===== src/bba_pkg.sv =====
`default_nettype none
// ----------------------------------------------------------------------------
// bba_pkg
// Shared types, constants and helpers of the bitmap block allocator.
// ----------------------------------------------------------------------------
package bba_pkg;

    localparam int MAX_BLOCKS = 32;
    localparam int ADDR_WIDTH = 32;
    localparam int IDX_W      = $clog2(MAX_BLOCKS);
    localparam int CNT_W      = $clog2(MAX_BLOCKS + 1);
    localparam int SIZE_W     = 16;
    localparam int NBLK_W     = 6;
    // an in-range offset is below MAX_BLOCKS * 2^SIZE_W
    localparam int OFF_W      = IDX_W + SIZE_W;
    localparam int TOTAL_W    = NBLK_W + SIZE_W;
    localparam int CFG_IDX_W  = 2;
    localparam int CFG_DATA_W = 32;
    localparam int STEP_W     = $clog2(IDX_W + 1);

    // configuration register indexes
    localparam logic [CFG_IDX_W-1:0] CFG_POOL_BASE     = 2'd0;
    localparam logic [CFG_IDX_W-1:0] CFG_BLOCK_BYTES   = 2'd1;
    localparam logic [CFG_IDX_W-1:0] CFG_BLOCKS_IN_USE = 2'd2;

    typedef enum logic [1:0] {
        CMD_ALLOC = 2'd0,
        CMD_FREE  = 2'd1,
        CMD_CLEAR = 2'd2,
        CMD_NOP   = 2'd3
    } cmd_t;

    typedef enum logic [2:0] {
        STAT_OK          = 3'd0,
        STAT_EXHAUSTED   = 3'd1,
        STAT_NULL        = 3'd2,
        STAT_RANGE       = 3'd3,
        STAT_MISALIGNED  = 3'd4,
        STAT_NOT_ALLOC   = 3'd5
    } status_t;

    typedef enum logic [2:0] {
        OP_ALLOC,
        OP_FREE,
        OP_CLEAR,
        OP_NOP,
        OP_REJECT
    } op_kind_t;

    typedef enum logic [1:0] {
        MAP_KEEP,
        MAP_SET,
        MAP_CLEAR,
        MAP_WIPE
    } map_act_t;

    typedef enum logic [1:0] {
        BK_IDLE,
        BK_DIVIDE,
        BK_ADDR,
        BK_WRITE
    } back_state_t;

    typedef struct packed {
        cmd_t                  cmd;
        logic [ADDR_WIDTH-1:0] free_address;
    } in_item_t;

    typedef struct packed {
        status_t               status;
        logic [ADDR_WIDTH-1:0] block_address;
        logic [IDX_W-1:0]      block_number;
        logic [CNT_W-1:0]      used_blocks;
    } out_item_t;

    typedef struct packed {
        logic [ADDR_WIDTH-1:0] pool_base;
        logic [SIZE_W-1:0]     block_bytes;
        logic [NBLK_W-1:0]     blocks_in_use;
    } cfg_t;

    // classified request passed from front to back
    typedef struct packed {
        op_kind_t         kind;
        status_t          status;
        logic [OFF_W-1:0] offset;
    } op_t;

    // block count saturated to the capacity
    function automatic logic [NBLK_W-1:0] eff_blocks(input logic [NBLK_W-1:0] n);
        logic [NBLK_W-1:0] r;
        r = (n > NBLK_W'(MAX_BLOCKS)) ? NBLK_W'(MAX_BLOCKS) : n;
        return r;
    endfunction

    // index of the lowest set bit, 0 when none
    function automatic logic [IDX_W-1:0] lowest_set(input logic [MAX_BLOCKS-1:0] v);
        logic [IDX_W-1:0] r;
        r = '0;
        for (int i = MAX_BLOCKS - 1; i >= 0; i--) begin
            if (v[i]) begin
                r = IDX_W'(i);
            end
        end
        return r;
    endfunction

endpackage
`default_nettype wire


===== src/bba_front.sv =====
`default_nettype none
// ----------------------------------------------------------------------------
// bba_front
// Accepts request items and classifies them: null and range checks of a
// free address, offset into the pool, pushed into the request queue.
// ----------------------------------------------------------------------------
module bba_front (
    input  wire                logic in_valid,
    output                     logic in_stall,
    input  bba_pkg::in_item_t  in_item,
    input  bba_pkg::cfg_t      cfg,
    output                     logic push_valid,
    output bba_pkg::op_t       push_op,
    input  wire                logic q_full
);
    import bba_pkg::*;

    logic [NBLK_W-1:0]     n_eff;
    logic [TOTAL_W-1:0]    total;
    logic [ADDR_WIDTH-1:0] off_full;
    logic                  in_range;

    // pool span and offset of the address
    assign n_eff    = eff_blocks(cfg.blocks_in_use);
    assign total    = TOTAL_W'(n_eff) * TOTAL_W'(cfg.block_bytes);
    assign off_full = in_item.free_address - cfg.pool_base;
    assign in_range = (off_full < ADDR_WIDTH'(total));

    assign in_stall   = q_full;
    assign push_valid = in_valid && !q_full;

    // classification
    always_comb
    begin
        push_op.kind   = OP_NOP;
        push_op.status = STAT_OK;
        push_op.offset = off_full[OFF_W-1:0];
        case (in_item.cmd)
            CMD_ALLOC: push_op.kind = OP_ALLOC;
            CMD_FREE:
            begin
                if (in_item.free_address == '0) begin
                    push_op.kind   = OP_REJECT;
                    push_op.status = STAT_NULL;
                end else if (!in_range) begin
                    push_op.kind   = OP_REJECT;
                    push_op.status = STAT_RANGE;
                end else begin
                    push_op.kind   = OP_FREE;
                end
            end
            CMD_CLEAR: push_op.kind = OP_CLEAR;
            default:   push_op.kind = OP_NOP;
        endcase
    end

endmodule
`default_nettype wire


===== src/bba_queue.sv =====
`default_nettype none
// ----------------------------------------------------------------------------
// bba_queue
// Two-entry queue of classified items between front and back.
// ----------------------------------------------------------------------------
module bba_queue (
    input  wire          logic clk,
    input  wire          logic rst_n,
    input  wire          logic push_valid,
    input  bba_pkg::op_t push_op,
    output               logic q_full,
    input  wire          logic pop,
    output               logic q_valid,
    output bba_pkg::op_t head_op
);
    import bba_pkg::*;

    op_t        entry_reg [2];
    logic       wr_ptr_reg, wr_ptr_next;
    logic       rd_ptr_reg, rd_ptr_next;
    logic [1:0] count_reg, count_next;

    assign q_full  = (count_reg == 2'd2);
    assign q_valid = (count_reg != 2'd0);
    assign head_op = entry_reg[rd_ptr_reg];

    // pointer and count update
    always_comb
    begin
        wr_ptr_next = wr_ptr_reg ^ push_valid;
        rd_ptr_next = rd_ptr_reg ^ pop;
        count_next  = count_reg + 2'(push_valid) - 2'(pop);
    end

    always_ff @(posedge clk or negedge rst_n)
    begin
        if (!rst_n) begin
            wr_ptr_reg <= 1'b0;
            rd_ptr_reg <= 1'b0;
            count_reg  <= 2'd0;
        end else begin
            wr_ptr_reg <= wr_ptr_next;
            rd_ptr_reg <= rd_ptr_next;
            count_reg  <= count_next;
        end
    end

    // storage
    always_ff @(posedge clk)
    begin
        if (push_valid) begin
            entry_reg[wr_ptr_reg] <= push_op;
        end
    end

    a_no_overflow: assert property (@(posedge clk) disable iff (!rst_n)
        q_full |-> !push_valid)
        else $error("queue push while full");

    a_no_underflow: assert property (@(posedge clk) disable iff (!rst_n)
        pop |-> q_valid)
        else $error("queue pop while empty");

endmodule
`default_nettype wire


===== src/bba_back.sv =====
`default_nettype none
// ----------------------------------------------------------------------------
// bba_back
// Carries out classified items: lowest-free search and address for an
// allocate, bit-per-cycle quotient of the offset for a free, map update,
// block count and the output register.
// ----------------------------------------------------------------------------
module bba_back (
    input  wire              logic clk,
    input  wire              logic rst_n,
    input  bba_pkg::cfg_t    cfg,
    input  wire              logic q_valid,
    input  bba_pkg::op_t     head_op,
    output                   logic pop,
    output                   logic out_valid,
    input  wire              logic out_stall,
    output bba_pkg::out_item_t out_item
);
    import bba_pkg::*;

    back_state_t           state_reg, state_next;
    map_act_t              act_reg, act_next;
    status_t               status_reg, status_next;
    logic [IDX_W-1:0]      idx_reg, idx_next;
    logic [OFF_W-1:0]      prod_reg, prod_next;
    logic [OFF_W-1:0]      rem_reg, rem_next;
    logic [STEP_W-1:0]     step_reg, step_next;
    logic [ADDR_WIDTH-1:0] addr_reg, addr_next;
    logic [MAX_BLOCKS-1:0] map_reg, map_next;
    logic [CNT_W-1:0]      used_reg, used_next;
    logic                  out_valid_reg, out_valid_next;
    out_item_t             out_item_reg, out_item_next;

    logic [NBLK_W-1:0]     n_eff;
    logic [MAX_BLOCKS:0]   limit_wide;
    logic [MAX_BLOCKS-1:0] vacant_mask;
    logic [OFF_W-1:0]      trial;
    logic                  fits;
    logic [OFF_W-1:0]      rem_after;
    logic [IDX_W-1:0]      idx_after;
    logic                  load_out;

    // blocks that may be handed out
    assign n_eff       = eff_blocks(cfg.blocks_in_use);
    assign limit_wide  = ((MAX_BLOCKS + 1)'(1) << n_eff) - (MAX_BLOCKS + 1)'(1);
    assign vacant_mask = ~map_reg & limit_wide[MAX_BLOCKS-1:0];

    // one quotient bit per cycle
    assign trial     = OFF_W'(cfg.block_bytes) << step_reg;
    assign fits      = (rem_reg >= trial);
    assign rem_after = fits ? (rem_reg - trial) : rem_reg;
    assign idx_after = fits ? (idx_reg | (IDX_W'(1) << step_reg)) : idx_reg;

    assign load_out  = (state_reg == BK_WRITE) && (!out_valid_reg || !out_stall);
    assign out_valid = out_valid_reg;
    assign out_item  = out_item_reg;

    // sequencer
    always_comb
    begin
        state_next     = state_reg;
        act_next       = act_reg;
        status_next    = status_reg;
        idx_next       = idx_reg;
        prod_next      = prod_reg;
        rem_next       = rem_reg;
        step_next      = step_reg;
        addr_next      = addr_reg;
        map_next       = map_reg;
        used_next      = used_reg;
        out_valid_next = out_valid_reg && out_stall;
        out_item_next  = out_item_reg;
        pop            = 1'b0;
        case (state_reg)
            BK_IDLE:
            begin
                if (q_valid) begin
                    pop         = 1'b1;
                    act_next    = MAP_KEEP;
                    status_next = STAT_OK;
                    idx_next    = '0;
                    addr_next   = '0;
                    state_next  = BK_WRITE;
                    case (head_op.kind)
                        OP_ALLOC:
                        begin
                            if (vacant_mask == '0) begin
                                status_next = STAT_EXHAUSTED;
                            end else begin
                                idx_next   = lowest_set(vacant_mask);
                                prod_next  = OFF_W'(lowest_set(vacant_mask))
                                           * OFF_W'(cfg.block_bytes);
                                act_next   = MAP_SET;
                                state_next = BK_ADDR;
                            end
                        end
                        OP_FREE:
                        begin
                            rem_next   = head_op.offset;
                            step_next  = STEP_W'(IDX_W - 1);
                            state_next = BK_DIVIDE;
                        end
                        OP_CLEAR:  act_next    = MAP_WIPE;
                        OP_REJECT: status_next = head_op.status;
                        default:   act_next    = MAP_KEEP;
                    endcase
                end
            end
            BK_ADDR:
            begin
                addr_next  = cfg.pool_base + ADDR_WIDTH'(prod_reg);
                state_next = BK_WRITE;
            end
            BK_DIVIDE:
            begin
                rem_next  = rem_after;
                idx_next  = idx_after;
                step_next = step_reg - STEP_W'(1);
                if (step_reg == '0) begin
                    state_next = BK_WRITE;
                    if (rem_after != '0) begin
                        status_next = STAT_MISALIGNED;
                        idx_next    = '0;
                    end else if (!map_reg[idx_after]) begin
                        status_next = STAT_NOT_ALLOC;
                        idx_next    = '0;
                    end else begin
                        act_next    = MAP_CLEAR;
                    end
                end
            end
            BK_WRITE:
            begin
                if (load_out) begin
                    case (act_reg)
                        MAP_SET:
                        begin
                            map_next  = map_reg | (MAX_BLOCKS'(1) << idx_reg);
                            used_next = used_reg + CNT_W'(1);
                        end
                        MAP_CLEAR:
                        begin
                            map_next  = map_reg & ~(MAX_BLOCKS'(1) << idx_reg);
                            used_next = used_reg - CNT_W'(1);
                        end
                        MAP_WIPE:
                        begin
                            map_next  = '0;
                            used_next = '0;
                        end
                        default:
                        begin
                            map_next  = map_reg;
                        end
                    endcase
                    out_valid_next              = 1'b1;
                    out_item_next.status        = status_reg;
                    out_item_next.block_address = addr_reg;
                    out_item_next.block_number  = idx_reg;
                    out_item_next.used_blocks   = used_next;
                    state_next                  = BK_IDLE;
                end
            end
            default: state_next = BK_IDLE;
        endcase
    end

    // control registers
    always_ff @(posedge clk or negedge rst_n)
    begin
        if (!rst_n) begin
            state_reg     <= BK_IDLE;
            map_reg       <= '0;
            used_reg      <= '0;
            out_valid_reg <= 1'b0;
        end else begin
            state_reg     <= state_next;
            map_reg       <= map_next;
            used_reg      <= used_next;
            out_valid_reg <= out_valid_next;
        end
    end

    // working and payload registers
    always_ff @(posedge clk)
    begin
        act_reg      <= act_next;
        status_reg   <= status_next;
        idx_reg      <= idx_next;
        prod_reg     <= prod_next;
        rem_reg      <= rem_next;
        step_reg     <= step_next;
        addr_reg     <= addr_next;
        out_item_reg <= out_item_next;
    end

    a_count_bound: assert property (@(posedge clk) disable iff (!rst_n)
        used_reg <= CNT_W'(MAX_BLOCKS))
        else $error("block count above capacity");

    a_count_matches_map: assert property (@(posedge clk) disable iff (!rst_n)
        used_reg == CNT_W'($countones(map_reg)))
        else $error("block count out of step with map");

    a_div_remainder: assert property (@(posedge clk) disable iff (!rst_n)
        (state_reg == BK_DIVIDE) |->
            ((OFF_W + 1)'(rem_reg)
             < ((OFF_W + 1)'(cfg.block_bytes) << (step_reg + STEP_W'(1)))))
        else $error("partial remainder too large");

    a_set_takes_free: assert property (@(posedge clk) disable iff (!rst_n)
        (load_out && act_reg == MAP_SET) |-> !map_reg[idx_reg])
        else $error("allocate of a block already taken");

endmodule
`default_nettype wire


===== src/bitmap_block_allocator_core.sv =====
`default_nettype none
// ----------------------------------------------------------------------------
// bitmap_block_allocator_core
// Fixed-block pool allocator with one allocated bit per block.
// ----------------------------------------------------------------------------
// An allocate finds the lowest free block and then forms its address; a free
// runs a five-step long division of the offset by the block size; clear and
// rejected requests go straight to the map update and the result register.
// The back end takes one item at a time and waits while the output stalls.
// A two-entry queue lets items be accepted while the back end is busy.
// Reset: map empty, count 0, pool_base 4096, block_bytes 64, 32 blocks.
module bitmap_block_allocator_core (
    input  wire                 logic clk,
    input  wire                 logic rst_n,
    input  wire                 logic in_valid,
    output                      logic in_stall,
    input  bba_pkg::in_item_t   in_item,
    output                      logic out_valid,
    input  wire                 logic out_stall,
    output bba_pkg::out_item_t  out_item,
    input  wire                 logic cfg_valid,
    output                      logic cfg_ready,
    input  wire logic [bba_pkg::CFG_IDX_W-1:0]  cfg_index,
    input  wire logic [bba_pkg::CFG_DATA_W-1:0] cfg_data
);
    import bba_pkg::*;

    cfg_t cfg_reg, cfg_next;
    logic push_valid;
    op_t  push_op;
    logic q_full;
    logic pop;
    logic q_valid;
    op_t  head_op;

    // configuration registers
    assign cfg_ready = 1'b1;

    always_comb
    begin
        cfg_next = cfg_reg;
        if (cfg_valid) begin
            case (cfg_index)
                CFG_POOL_BASE:     cfg_next.pool_base     = cfg_data[ADDR_WIDTH-1:0];
                CFG_BLOCK_BYTES:   cfg_next.block_bytes   = cfg_data[SIZE_W-1:0];
                CFG_BLOCKS_IN_USE: cfg_next.blocks_in_use = cfg_data[NBLK_W-1:0];
                default:           cfg_next = cfg_reg;
            endcase
        end
    end

    always_ff @(posedge clk or negedge rst_n)
    begin
        if (!rst_n) begin
            cfg_reg.pool_base     <= ADDR_WIDTH'(4096);
            cfg_reg.block_bytes   <= SIZE_W'(64);
            cfg_reg.blocks_in_use <= NBLK_W'(32);
        end else begin
            cfg_reg <= cfg_next;
        end
    end

    // request classification
    bba_front u_front (
        .in_valid   (in_valid),
        .in_stall   (in_stall),
        .in_item    (in_item),
        .cfg        (cfg_reg),
        .push_valid (push_valid),
        .push_op    (push_op),
        .q_full     (q_full)
    );

    // queue between front and back
    bba_queue u_queue (
        .clk        (clk),
        .rst_n      (rst_n),
        .push_valid (push_valid),
        .push_op    (push_op),
        .q_full     (q_full),
        .pop        (pop),
        .q_valid    (q_valid),
        .head_op    (head_op)
    );

    // execution and result
    bba_back u_back (
        .clk       (clk),
        .rst_n     (rst_n),
        .cfg       (cfg_reg),
        .q_valid   (q_valid),
        .head_op   (head_op),
        .pop       (pop),
        .out_valid (out_valid),
        .out_stall (out_stall),
        .out_item  (out_item)
    );

endmodule
`default_nettype wire


===== config.mk =====
export PLATFORM = sky130hd
export DESIGN_NAME = bitmap_block_allocator_core
export DESIGN_NICKNAME = d
export VERILOG_FILES = /design/src/bba_pkg.sv /design/src/bba_front.sv /design/src/bba_queue.sv /design/src/bba_back.sv /design/src/bitmap_block_allocator_core.sv
export SDC_FILE = /design/constraint.sdc
export NUM_CORES = 1
export LEC_CHECK = 0
export ABC_AREA = 1
export BUFFER_PORTS_ARGS = -buffer_cell sky130_fd_sc_hd__buf_2
export CELL_PAD_IN_SITES_DETAIL_PLACEMENT = 0
export CELL_PAD_IN_SITES_GLOBAL_PLACEMENT = 1
export CORE_UTILIZATION = 47
export DETAILED_ROUTE_END_ITERATION = 8
export GPL_TIMING_DRIVEN = 0
export PLACE_DENSITY = 0.84
export SLEW_MARGIN = 10
export SYNTH_ARGS = -nofsm -noshare
export SYNTH_HDL_FRONTEND = slang
export SYNTH_HIERARCHICAL = 1
export SYNTH_SLANG_ARGS = --single-unit

===== constraint.sdc =====
create_clock -name clk -period 8.75 [get_ports clk]
set_clock_uncertainty 0.2 [all_clocks]
set_input_delay 0.4375 -clock clk [delete_from_list [all_inputs] [get_ports clk]]
set_output_delay 0.4375 -clock clk [all_outputs]
set_load 0.01 [all_outputs]

# Word-level counts from Yosys, hierarchy flattened
# Memory sizes are Yosys's and may differ from the RTL's.
# Cells that the tools add are included.
dict set report totals {
  regBits 232
  ram_bits 54
  inputBits 73
  output_inout_bits 49
  word_cells 191
  memories 1
}
dict set report classes {
  n_addsub 9
  mul 2
  magnitude_cmp 4
  eq_ne 21
  n_shift 4
  n_mux 89
  bitwise_logic 9
  n_reduce_logical 31
}
# memory depth width read_ports rd_clocked_by_memory_dff write_ports line_no
set mem_list {}
lappend mem_list {u_queue.entry_reg 2 27 1 0 1 bba_queue.sv:18} ;# op_t entry_reg [2];
# operator n
set op_table {}
lappend op_table {{$mux 5} 43}
lappend op_table {{$pmux 32 s3} 1}
lappend op_table {{$and 32x32->32} 2}
lappend op_table {{$logic_not 32->1} 2}
lappend op_table {{$not 32->32} 2}
lappend op_table {{$pmux 32 s2} 1}
lappend op_table {{$mux 21} 3}
lappend op_table {{$pmux 21 s2} 1}
lappend op_table {{$add 32x21->32} 1}
lappend op_table {{$lt 32x22->1} 1}
lappend op_table {{$mux 32} 1}
lappend op_table {{$or 32x32->32} 1}
lappend op_table {{$shl 1x5->32 const A} 1}
lappend op_table {{$shl 1x6->32 const A} 1}
lappend op_table {{$sub 32x2->32 const B} 1}
lappend op_table {{$sub 32x32->32} 1}
lappend op_table {{$mux 3} 8}
lappend op_table {{$mul 6x16->22} 1}
lappend op_table {{$ge 21x21->1} 1}
lappend op_table {{$mul 5x16->21} 1}
lappend op_table {{$reduce_bool 21->1} 1}
lappend op_table {{$shl 16x3->21} 1}
lappend op_table {{$sub 21x21->21} 1}
lappend op_table {{$pmux 3 s2} 3}
lappend op_table {{other kinds (39)} 89}

# Logic depth before layout (Yosys ltp)
# Gate-level depths: netlist (run 1).
dict set report depth {
  word_depth 42
  mapped_depth 69
  mapped_depth_nobuf 67
}

# By module
# Netlist (run 1), hierarchy kept.
# module instances cells_each area_per_inst_um2 seq_area_each_um2
set by_module_without_submodules {}
lappend by_module_without_submodules {bba_back 1 1808 14077.3 5019.8}
lappend by_module_without_submodules {bba_front 1 1034 6144.6 0.0}
lappend by_module_without_submodules {bba_queue 1 165 2303.5 1721.7}
lappend by_module_without_submodules {bitmap_block_allocator_core 1 241 2229.6 1355.0}

# Worst setup path before layout (run 1)
# No wires, ideal clock.
dict set report synth_path {
  path_type {register -> register}
  startpoint {register cfg_reg[2] (netlist bit)}
  endpoint {register u_back.prod_reg[20] (data pin)}
  setup_ns 0.260
  t_arrival_ns 6.989
  t_required_ns 8.290
  setup_slack_ns 1.301
  path_stages_with_launch 48
  n_path_buf 2
  period_less_slack_ns 7.449
  cell_sequence {dfrtp_1 > buf_2 > nor2_1 > nand3_1 > nand2_1 > nand2_1 > nand4_2 > ha_1 > nand3_2 > inv_2 > nand2_2 > nor2_4 > nand2_4 > nor3_4 > nand2_1 > or2_1 > nand3_2 > nand2_1 > (+12 left out) > ha_1 > a21oi_1 > inv_1 > a31oi_1 > o21ai_0 > nand3_1 > nand2_1 > a21oi_1 > o21bai_1 > nand3_1 > nand2_1 > a21o_1 > a21oi_1 > o21ai_0 > a21oi_1 > nor2_1 > nor2_1 > xor2_1}
}
dict set report synth_via {
  elab_chain_len 42
}
# element line_no
set synth_rtl {}
lappend synth_rtl {{start, declared} bitmap_block_allocator_core.sv:28} ;# cfg_t cfg_reg, cfg_next;
lappend synth_rtl {{start signal, assigned} bitmap_block_allocator_core.sv:59} ;# cfg_reg <= cfg_next;
lappend synth_rtl {{$gt 6x6->1} bba_pkg.sv:92} ;# r = (n > NBLK_W'(MAX_BLOCKS)) ? NBLK_W'(MAX_BLOCKS) : n;
lappend synth_rtl {{$mux 6 *} bba_pkg.sv:92}
lappend synth_rtl {{$shl 1x6->32 *} bba_back.sv:45} ;# assign limit_wide = ((MAX_BLOCKS + 1)'(1) << n_eff) - (MAX_BLOCKS + 1)'(1);
lappend synth_rtl {{$sub 32x2->32 *} bba_back.sv:45}
lappend synth_rtl {{$and 32x32->32 *} bba_back.sv:46} ;# assign vacant_mask = ~map_reg & limit_wide[MAX_BLOCKS-1:0];
lappend synth_rtl {{$mux 5 (31 in a row)} bba_pkg.sv:101} ;# if (v[i]) begin
lappend synth_rtl {{$mux 5 *} bba_pkg.sv:101}
lappend synth_rtl {{$mux 5 *} bba_back.sv:87} ;# if (vacant_mask == '0) begin
lappend synth_rtl {{$mux 5 *} bba_back.sv:84} ;# case (head_op.kind)
lappend synth_rtl {{$mux 5 *} bba_back.sv:77} ;# if (q_valid) begin
lappend synth_rtl {{$mux 5 *} bba_back.sv:74} ;# case (state_reg)
lappend synth_rtl {{$mul 5x16->21 *} bba_back.sv:92} ;# * OFF_W'(cfg.block_bytes);
lappend synth_rtl {{end signal, assigned} bba_back.sv:190} ;# prod_reg <= prod_next;
lappend synth_rtl {{end, declared} bba_back.sv:25} ;# logic [OFF_W-1:0] prod_reg, prod_next;
# Every way passes the cells marked *; elsewhere a longest branch is shown, timed or not. The select of a mux whose other input is x is not followed.
# A chain may end at the register's enable or synchronous reset.

# Final worst setup path (run 1)
dict set report layout_path {
  startpoint {register cfg_reg[5] (netlist bit)}
  endpoint {register u_back.prod_reg[19] (data pin)}
}
# The elaborated chain is that of the path after synthesis.

==> results of run 1 <==
-- report_power, final --
group	switching [mW]	total, mW	internal [mW]
combinational	3.48	5.21	1.73
sequential	0.330	2.47	2.14
clock	0.582	1.42	0.834
total	4.40	9.10	4.70
-- cells in the mapped netlist, types with 3 or more instances --
library cell	n	area share [%]
sky130_fd_sc_hd__inv_2	15	0.23
sky130_fd_sc_hd__mux2i_1	3	0.12
sky130_fd_sc_hd__inv_1	539	8.2
sky130_fd_sc_hd__buf_2	15	0.30
sky130_fd_sc_hd__nand4_2	3	0.15
sky130_fd_sc_hd__o22ai_1	7	0.18
sky130_fd_sc_hd__nor2_1	326	4.9
sky130_fd_sc_hd__nand2_1	806	12
sky130_fd_sc_hd__o32ai_1	4	0.14
sky130_fd_sc_hd__nor4_1	12	0.30
sky130_fd_sc_hd__xnor2_1	27	0.96
sky130_fd_sc_hd__dfstp_2	3	0.32
sky130_fd_sc_hd__o21bai_1	6	0.18
sky130_fd_sc_hd__nand4_1	65	1.6
sky130_fd_sc_hd__dfrtp_1	96	9.7
sky130_fd_sc_hd__nand3b_1	6	0.18
sky130_fd_sc_hd__nor2_4	11	0.50
sky130_fd_sc_hd__nor3_1	35	0.71
sky130_fd_sc_hd__clkinv_1	4	0.061
sky130_fd_sc_hd__edfxtp_1	187	23
sky130_fd_sc_hd__xor2_1	50	1.8
sky130_fd_sc_hd__o21ai_0	208	4.2
sky130_fd_sc_hd__nand2_2	22	0.56
sky130_fd_sc_hd__nor2_2	24	0.61
sky130_fd_sc_hd__o21ai_2	17	0.60
sky130_fd_sc_hd__ha_1	175	8.8
sky130_fd_sc_hd__a21oi_1	159	3.2
sky130_fd_sc_hd__buf_6	9	0.41
sky130_fd_sc_hd__o21ai_1	13	0.26
sky130_fd_sc_hd__or2_2	4	0.10
sky130_fd_sc_hd__nand3_2	18	0.73
sky130_fd_sc_hd__o31ai_1	4	0.12
sky130_fd_sc_hd__o21a_1	9	0.27
sky130_fd_sc_hd__fa_1	102	8.2
sky130_fd_sc_hd__clkbuf_1	52	0.79
sky130_fd_sc_hd__o221ai_1	5	0.18
sky130_fd_sc_hd__and2_1	4	0.10
sky130_fd_sc_hd__buf_4	9	0.27
sky130_fd_sc_hd__nand3_1	126	2.5
sky130_fd_sc_hd__a211oi_1	6	0.18
sky130_fd_sc_hd__a31oi_1	19	0.48
sky130_fd_sc_hd__nand2_4	8	0.36
-- logic make-up after synthesis --
| family | count (synthesis) | synth area share [%] |
|---|---|---|
| AOI/OAI and AO/OA | 474 | 10.6 |
| xor gates and xnor gates | 77 | 2.72 |
| adders and majority gates | 277 | 17.1 |
| buffers and inverters | 647 | 10.4 |
| DFF | 286 | 32.7 |
| muxes | 3 | 0.121 |
| other | 2 | 0.0303 |
| and+or+nand+nor | 1482 | 26.3 |
-- metal layers --
metal  track usage (%)  part of all wire (%)
met1              34.5                    41
met2              50.3                    50
met3              3.68                   5.0
met4              9.25                   3.2
met5                 0                 0.017
-- what timing repair did --
action | 4_1_cts | 5_1_grt
setup endpoints to repair | 2 | 6
hold buffers | 35 | 0
pin swaps | 0 | 2
hold endpoints to repair | 147 | 0
setup buffers | 0 | 4
resized for setup | 3 | 31
-- path summary, 6_finish.rpt --
check | endpoint | cells after the start
max | u_back/prod_reg[19]$_DFFE_PP_ | 49
min | u_queue/entry_reg[1][25]$_DFFE_PP_ | 2
max reg2reg | u_back/prod_reg[19]$_DFFE_PP_ | 49
min reg2reg | u_back/out_item[24]$_DFFE_PP_ | 0
max in group asynchronous | cfg_reg[2]$_DFFE_PN0P_ | 3
min in group asynchronous | u_back/map_reg[30]$_DFFE_PN0P_ | 2
-- worst reg2reg max path: cells and delay by family (launching register included) --
family	cells	cell delay, ns
flip-flops	1	0.77
AND/OR/NAND/NOR	25	2.77
buffers and inverters	9	0.74
adder cells (fa/ha/maj)	5	2.08
XOR/XNOR	1	0.08
AO/OA/AOI/OAI	9	1.29
-- final cells by class --
class | instances | share of cell area [%]
antenna | 5 | 0.0449
buffer | 88 | 1.75
clock buffer | 52 | 3.48
clock inverter | 10 | 0.525
inverter | 559 | 7.53
multi-input combinational | 2315 | 50.8
sequential | 286 | 29.0
tap | 680 | 3.05
timing repair buffer | 161 | 3.80
-- metrics by stage --
step | setup slack [ns] | TNS [ns] | utilization [%] | total power [mW] | instance area, sq um
2_1_floorplan | 1.30 | 0 | - | 6.00 | 24800
3_3_place_gp | -0.0231 | -0.0231 | 50.7 | 7.50 | 26200
4_1_cts | 0.0192 | 0 | 53.7 | 9.08 | 27800
6_report | 0.557 | 0 | 53.9 | 9.10 | 27900
5_1_grt | -0.0278 | -0.0278 | 53.9 | 9.88 | 27900
3_5_place_dp | -0.0807 | -0.137 | 50.9 | 7.60 | 26300
-- layout by cell type (no fill, tap or decap), types with 5 or more instances in the layout --
| cell type | count |
|---|---|
| sky130_fd_sc_hd__o21a_1 | 9 |
| sky130_fd_sc_hd__nand3_1 | 126 |
| sky130_fd_sc_hd__buf_6 | 10 |
| sky130_fd_sc_hd__nor4_1 | 12 |
| sky130_fd_sc_hd__a31oi_1 | 18 |
| sky130_fd_sc_hd__clkbuf_1 | 63 |
| sky130_fd_sc_hd__o221ai_1 | 5 |
| sky130_fd_sc_hd__clkbuf_16 | 35 |
| sky130_fd_sc_hd__nor2_4 | 12 |
| sky130_fd_sc_hd__o21ai_2 | 18 |
| sky130_fd_sc_hd__o22ai_1 | 7 |
| sky130_fd_sc_hd__nand2_4 | 9 |
| sky130_fd_sc_hd__nand3_2 | 18 |
| sky130_fd_sc_hd__ha_1 | 172 |
| sky130_fd_sc_hd__xnor2_1 | 27 |
| sky130_fd_sc_hd__buf_4 | 15 |
| sky130_fd_sc_hd__fa_1 | 101 |
| sky130_fd_sc_hd__nand3b_1 | 6 |
| sky130_fd_sc_hd__a21oi_1 | 156 |
| sky130_fd_sc_hd__buf_2 | 131 |
| sky130_fd_sc_hd__edfxtp_1 | 187 |
| sky130_fd_sc_hd__diode_2 | 5 |
| sky130_fd_sc_hd__inv_1 | 538 |
| sky130_fd_sc_hd__nand2_2 | 26 |
| sky130_fd_sc_hd__nand2_1 | 801 |
| sky130_fd_sc_hd__o21ai_0 | 202 |
| sky130_fd_sc_hd__nor2_1 | 323 |
| sky130_fd_sc_hd__dlygate4sd3_1 | 35 |
| sky130_fd_sc_hd__o21ai_1 | 17 |
| sky130_fd_sc_hd__nand4_1 | 65 |
| sky130_fd_sc_hd__inv_2 | 16 |
| sky130_fd_sc_hd__dfrtp_1 | 94 |
| sky130_fd_sc_hd__nor3_1 | 35 |
| sky130_fd_sc_hd__a211oi_1 | 6 |
| sky130_fd_sc_hd__xor2_1 | 50 |
| sky130_fd_sc_hd__o21bai_1 | 6 |
| sky130_fd_sc_hd__nor2_2 | 26 |
==> impl_metrics.env, run 1 <==
export IMPL_cts_made_buffers=35
export IMPL_final_net_count=3796
export IMPL_slew_worst_pin_ns=1.09
export IMPL_port_buffers=118
export IMPL_leakage_nw=13.9
export IMPL_yosys_most_used_dff="sky130_fd_sc_hd__edfxtp_1"
export IMPL_grt_pass1_wl_um=117000
export IMPL_initial_antenna_violation_count=7
export IMPL_layout_worst_path_cycle_share_pct=93.6
export IMPL_final_layout_size_suffix_gt1_share_pct=10.7
export IMPL_grt_usage_pct=28.1
export IMPL_routed_via_count=22200
export IMPL_grt_max_degree=85
export IMPL_n_fill_cell=4989
export IMPL_ys_warn_count=6
export IMPL_multi_input_comb_area_sq_mm=0.0142
export IMPL_worst_hold_slack_ns=0.0617
export IMPL_timing_critical_path_from="cfg_reg[5]$_DFFE_PN1P_"
export IMPL_remaining_drc_errors=0
export IMPL_dieHeight_um=232
export IMPL_rows=83
export IMPL_routed_wl_um=74600
export IMPL_max_cap_violations=0
export IMPL_setup_viol=0
export IMPL_synth_cell_area_sq_mm=0.0248
export IMPL_die_area_sq_mm=0.0536
export IMPL_globalRouteOverflowTotal=0
export IMPL_drt_antenna_violating_nets=0
export IMPL_place_detailed_instances=4050
export IMPL_timing_fmax_ghz=0.122
export IMPL_syn_num_nets=3598
export IMPL_drt_first_iter_violations=1565
export IMPL_fp_coreArea_sq_mm=0.0517
export IMPL_critical_path_n_buffers_inverters=9
export IMPL_ys_async_sr_fraction_pct=34.6
export IMPL_worst_setup_path_end_kind="flop"
export IMPL_floorplan_initialDensity_pct=47.9
export IMPL_cts_root_buf="sky130_fd_sc_hd__clkbuf_16"
export IMPL_critPathMaxStageDelay_ns=0.77
export IMPL_clk_latency_ns=0.55
export IMPL_critical_path_arrival_ns=8.28
export IMPL_power_ir_vdd_worst_mv=0.206
export IMPL_required_arrival_time_at_the_worst_endpoint_ns=8.84
export IMPL_via_per_instance_ratio=5.34
export IMPL_cts_sinks=286
export IMPL_gp_routability_congestion=0.950
export IMPL_cts_tree="yes"
export IMPL_ff2ff_setup_slack_ns=0.56
export IMPL_synthToLayoutAreaGrowth_pct=12.7
export IMPL_post_synth_edffs=187
export IMPL_relSlewSlack_pct=26.7
export IMPL_critical_path_top_delay_family="simple AND/OR/NAND/NOR gates"
export IMPL_syn_mean_instance_area_sq_um=7.62
export IMPL_power_density_relative_to_cell_area_mw_per_mm2=326
export IMPL_max_clock_path_buffers=3
export IMPL_die_width_um=232
export IMPL_drtPass1Iterations=6
export IMPL_place_detailed_hpwl_um=61500
export IMPL_clkTransAtPathRegs_ns=0.06
export IMPL_postSynthRegisterBits=286
export IMPL_worst_hold_path_startpoint="in_item[33]"
export IMPL_synth_seq_area_share_pct=32.7
export IMPL_run_status="complete, no violations"
export IMPL_crit_fanout=9
export IMPL_path_class="flop to flop"
export IMPL_io_pin_count=122
export IMPL_hold_fails_final_rpt=0
export IMPL_rr_startpoint="cfg_reg[5]$_DFFE_PN1P_"
export IMPL_drt_wirelength_per_cell_um=17.9
export IMPL_synthCells=3248
export IMPL_period_minus_slack_ns=8.19
export IMPL_hold_path_class="input pin to flop"
export IMPL_timing_max_transition_violations_final=0
export IMPL_regArea_sq_mm=0.00810
export IMPL_fin_cells=4156
export IMPL_setup_worst_path_start_class="flop"
export IMPL_cts_htree_levels=2
export IMPL_first_global_vias=21500
export IMPL_critical_path_slowest_cell="sky130_fd_sc_hd__dfstp_2"
export IMPL_yosys_cell_types_count=70
No activity file was read; power rests on OpenSTA's default activity.
==> inputs of run 2 (changes only) <==
--- a/config.mk
+++ b/config.mk
@@ -9,10 +9,10 @@
 export BUFFER_PORTS_ARGS = -buffer_cell sky130_fd_sc_hd__buf_2
 export CELL_PAD_IN_SITES_DETAIL_PLACEMENT = 0
 export CELL_PAD_IN_SITES_GLOBAL_PLACEMENT = 1
-export CORE_UTILIZATION = 47
+export CORE_UTILIZATION = 46
 export DETAILED_ROUTE_END_ITERATION = 8
 export GPL_TIMING_DRIVEN = 0
-export PLACE_DENSITY = 0.84
+export PLACE_DENSITY = 0.82
 export SLEW_MARGIN = 10
 export SYNTH_ARGS = -nofsm -noshare
 export SYNTH_HDL_FRONTEND = slang
==> run 2 against run 1 <==
  * The run now ends with DRC left
  * Clock power fell by 8%
  * Critical path depth did not move
  * Hold slack got worse by 0.013 ns
  * Setup slack got worse by 0.012 ns
  * Sequential share of layout area rose by 0.060 points
  * Via count fell by 0.83%
  * Total power fell by 1.8%
  * Highest routed layer unchanged
  * Flip-flop and latch count did not move
  * Sequential power barely moved
  * Design area fell by 0.17%
==> impl_metrics.env, run 2 (synthesized netlist as in run 1, its figures left out) <==
export IMPL_place_area_sq_mm=0.0263
export IMPL_multi_input_comb_area_sq_mm=0.0142
export IMPL_crit_fanout=9
export IMPL_setup_worst_path_start_class="flop"
export IMPL_critPathMaxStageDelay_ns=0.76
export IMPL_cts_root_buf="sky130_fd_sc_hd__clkbuf_16"
export IMPL_final_core_util_pct=52.7
export IMPL_drtPass1Iterations=9
export IMPL_most_frequent_cells_in_the_layout="800 x sky130_fd_sc_hd__nand2_1, 538 x sky130_fd_sc_hd__inv_1, 322 x sky130_fd_sc_hd__nor2_1, 203 x sky130_fd_sc_hd__o21ai_0, 187 x sky130_fd_sc_hd__edfxtp_1"
export IMPL_required_arrival_time_at_the_worst_endpoint_ns=8.89
export IMPL_timing_fmax_ghz=0.122
export IMPL_pwr_share_clk_pct=14.5
export IMPL_critical_path_slowest_cell="sky130_fd_sc_hd__dfstp_2"
export IMPL_hold_end="cfg_reg[48]$_DFFE_PN0P_"
export IMPL_die_width_um=234
export IMPL_period_minus_slack_ns=8.21
export IMPL_grt_pass1_wl_um=116000
export IMPL_cts_tree="yes"
export IMPL_timing_max_transition_violations_final=0
export IMPL_regArea_sq_mm=0.00810
export IMPL_synthToLayoutAreaGrowth_pct=12.5
export IMPL_io_pin_count=122
export IMPL_drt_antenna_violating_nets=0
export IMPL_layout_cells_most_common="sky130_fd_sc_hd__nand2_1"
export IMPL_run_status="complete, but fails checks"
export IMPL_drt_first_iter_violations=1299
export IMPL_grt_max_degree=76
export IMPL_remaining_drc_errors=1
export IMPL_p_int_mw=4.58
export IMPL_worst_hold_path_num_cells=4
export IMPL_globalRouteOverflowTotal=0
export IMPL_setup_viol=0
export IMPL_n_fill_cell=5179
export IMPL_power_density_relative_to_cell_area_mw_per_mm2=321
export IMPL_cts_made_buffers=31
export IMPL_finalInstanceArea_sq_mm=0.0278
export IMPL_floorplan_initialDensity_pct=46.8
export IMPL_cts_htree_levels=1
export IMPL_dpl_worst_slack_ns=-0.128
export IMPL_ff2ff_setup_slack_ns=0.54
export IMPL_hold_fails_final_rpt=0
export IMPL_power_switching_fraction_pct=48.7
export IMPL_die_area_sq_mm=0.0547
export IMPL_rr_startpoint="cfg_reg[5]$_DFFE_PN1P_"
export IMPL_leakage_nw=13.8
export IMPL_worst_setup_path_end_kind="flop"
export IMPL_critical_path_n_buffers_inverters=9
export IMPL_final_net_count=3795
export IMPL_worst_hold_path_startpoint="cfg_valid"
export IMPL_switchingPower_mw=4.35
export IMPL_rows=84
export IMPL_timing_reg2reg_worst_path_depth=49
export IMPL_dieHeight_um=234
export IMPL_setup_ws_ns=0.545
export IMPL_max_clock_path_buffers=3
export IMPL_path_class="flop to flop"
export IMPL_antenna_cells=0
export IMPL_comb_power_share_pct=57.9
export IMPL_power_share_sequential_pct=27.6
export IMPL_fin_cells=4158
export IMPL_cts_sinks=286
export IMPL_worstReg2RegEnd="u_back/prod_reg[19]$_DFFE_PP_"
export IMPL_failed_checks="DRC"
export IMPL_drt_wirelength_per_cell_um=17.9
export IMPL_critical_path_arrival_ns=8.35
export IMPL_power_ir_vdd_worst_mv=0.155
export IMPL_grt_usage_pct=27.5
export IMPL_layout_worst_path_cycle_share_pct=93.8
export IMPL_final_layout_size_suffix_gt1_share_pct=10.9
export IMPL_worst_hold_slack_ns=0.0484
export IMPL_routed_wl_um=74600
export IMPL_initial_antenna_violation_count=1
export IMPL_setup_total_negative_slack_ns=0
export IMPL_via_per_instance_ratio=5.30
export IMPL_clk_latency_ns=0.60
export IMPL_gp_routability_congestion=0.922
export IMPL_slew_worst_pin_ns=1.12
export IMPL_critical_path_top_delay_family="simple AND/OR/NAND/NOR gates"
export IMPL_fp_coreArea_sq_mm=0.0529
export IMPL_place_detailed_instances=4058
export IMPL_routed_via_count=22000
export IMPL_report_power_total_mw=8.93
export IMPL_hold_path_class="input pin to flop"
export IMPL_clkTransAtPathRegs_ns=0.06
export IMPL_relSlewSlack_pct=25.6
export IMPL_max_cap_violations=0
export IMPL_first_global_vias=21800
export IMPL_place_detailed_hpwl_um=61400
export IMPL_port_buffers=118
[run 2: changes by cell type in the layout (fill, tap and decap cells not counted), sizes merged, moves of 2 or more]
| cell | delta |
|---|---|
| buf | -2 |
| diode | -5 |
| bufinv | -2 |
| clkinvlp | +4 |
| clkinv | +3 |
| clkbuf | -11 |
| dlygate4sd3 | +6 |
[run 2: tightest hold or removal path, stage by stage]
cell and delay [ns]:
sky130_fd_sc_hd__buf_2 0.14, sky130_fd_sc_hd__nand2_2 0.13, sky130_fd_sc_hd__nand2_1 0.06, sky130_fd_sc_hd__nand2_1 0.05
[run 2: worst max path at each step]
stage                     slack (ns)              startpoint  cells after the start                            end
after CTS                       0.04  cfg_reg[2]$_DFFE_PN0P_                     47  u_back/prod_reg[20]$_DFFE_PP_
after floorplan                 1.30  cfg_reg[2]$_DFFE_PN0P_                     47  u_back/prod_reg[20]$_DFFE_PP_
after global placement          0.01  cfg_reg[2]$_DFFE_PN0P_                     49  u_back/prod_reg[20]$_DFFE_PP_
after detailed placement       -0.13  cfg_reg[2]$_DFFE_PN0P_                     49  u_back/prod_reg[20]$_DFFE_PP_
after global routing          -0.005  cfg_reg[5]$_DFFE_PN1P_                     51  u_back/prod_reg[19]$_DFFE_PP_
final                           0.54  cfg_reg[5]$_DFFE_PN1P_                     49  u_back/prod_reg[19]$_DFFE_PP_
[run 2: per-layer routing]
metal	vias up	GRT usage (%)	routed length (um)
met4	2	9.76	2600
met3	120	2.64	2960
li1	10900	-	-
met1	10500	33.2	30800
met2	549	50.5	38200
met5	-	0	10
[run 2: cell type report]
| cell class | count | share of cell area (%) |
|---|---|---|
| Multi-Input combinational cell | 2315 | 50.9 |
| Sequential cell | 286 | 29.1 |
| Inverter | 559 | 7.55 |
| Timing Repair Buffer | 164 | 3.94 |
| Clock buffer | 42 | 3.24 |
| Tap cell | 688 | 3.09 |
| Buffer | 88 | 1.77 |
| Clock inverter | 16 | 0.400 |
[run 2: power groups by stage]
stage / combinational [mW] / clock, mW / sequential (mW)
3_3_place_gp: 4.96 / 0 / 2.50
6_report: 5.17 / 1.30 / 2.46
2_1_floorplan: 3.61 / 0 / 2.39
3_5_place_dp: 5.08 / 0 / 2.48
5_1_grt: 5.83 / 1.37 / 2.51
4_1_cts: 5.13 / 1.32 / 2.46
[run 2: timing repair]
item | in CTS | in global routing
hold buffers | 41 | 0
pin swaps | 0 | 1
resized for setup | 3 | 38
gates cloned | 0 | 0
setup buffers | 0 | 1
endpoints found under the hold margin | 155 | 0
setup endpoints to repair | 2 | 6
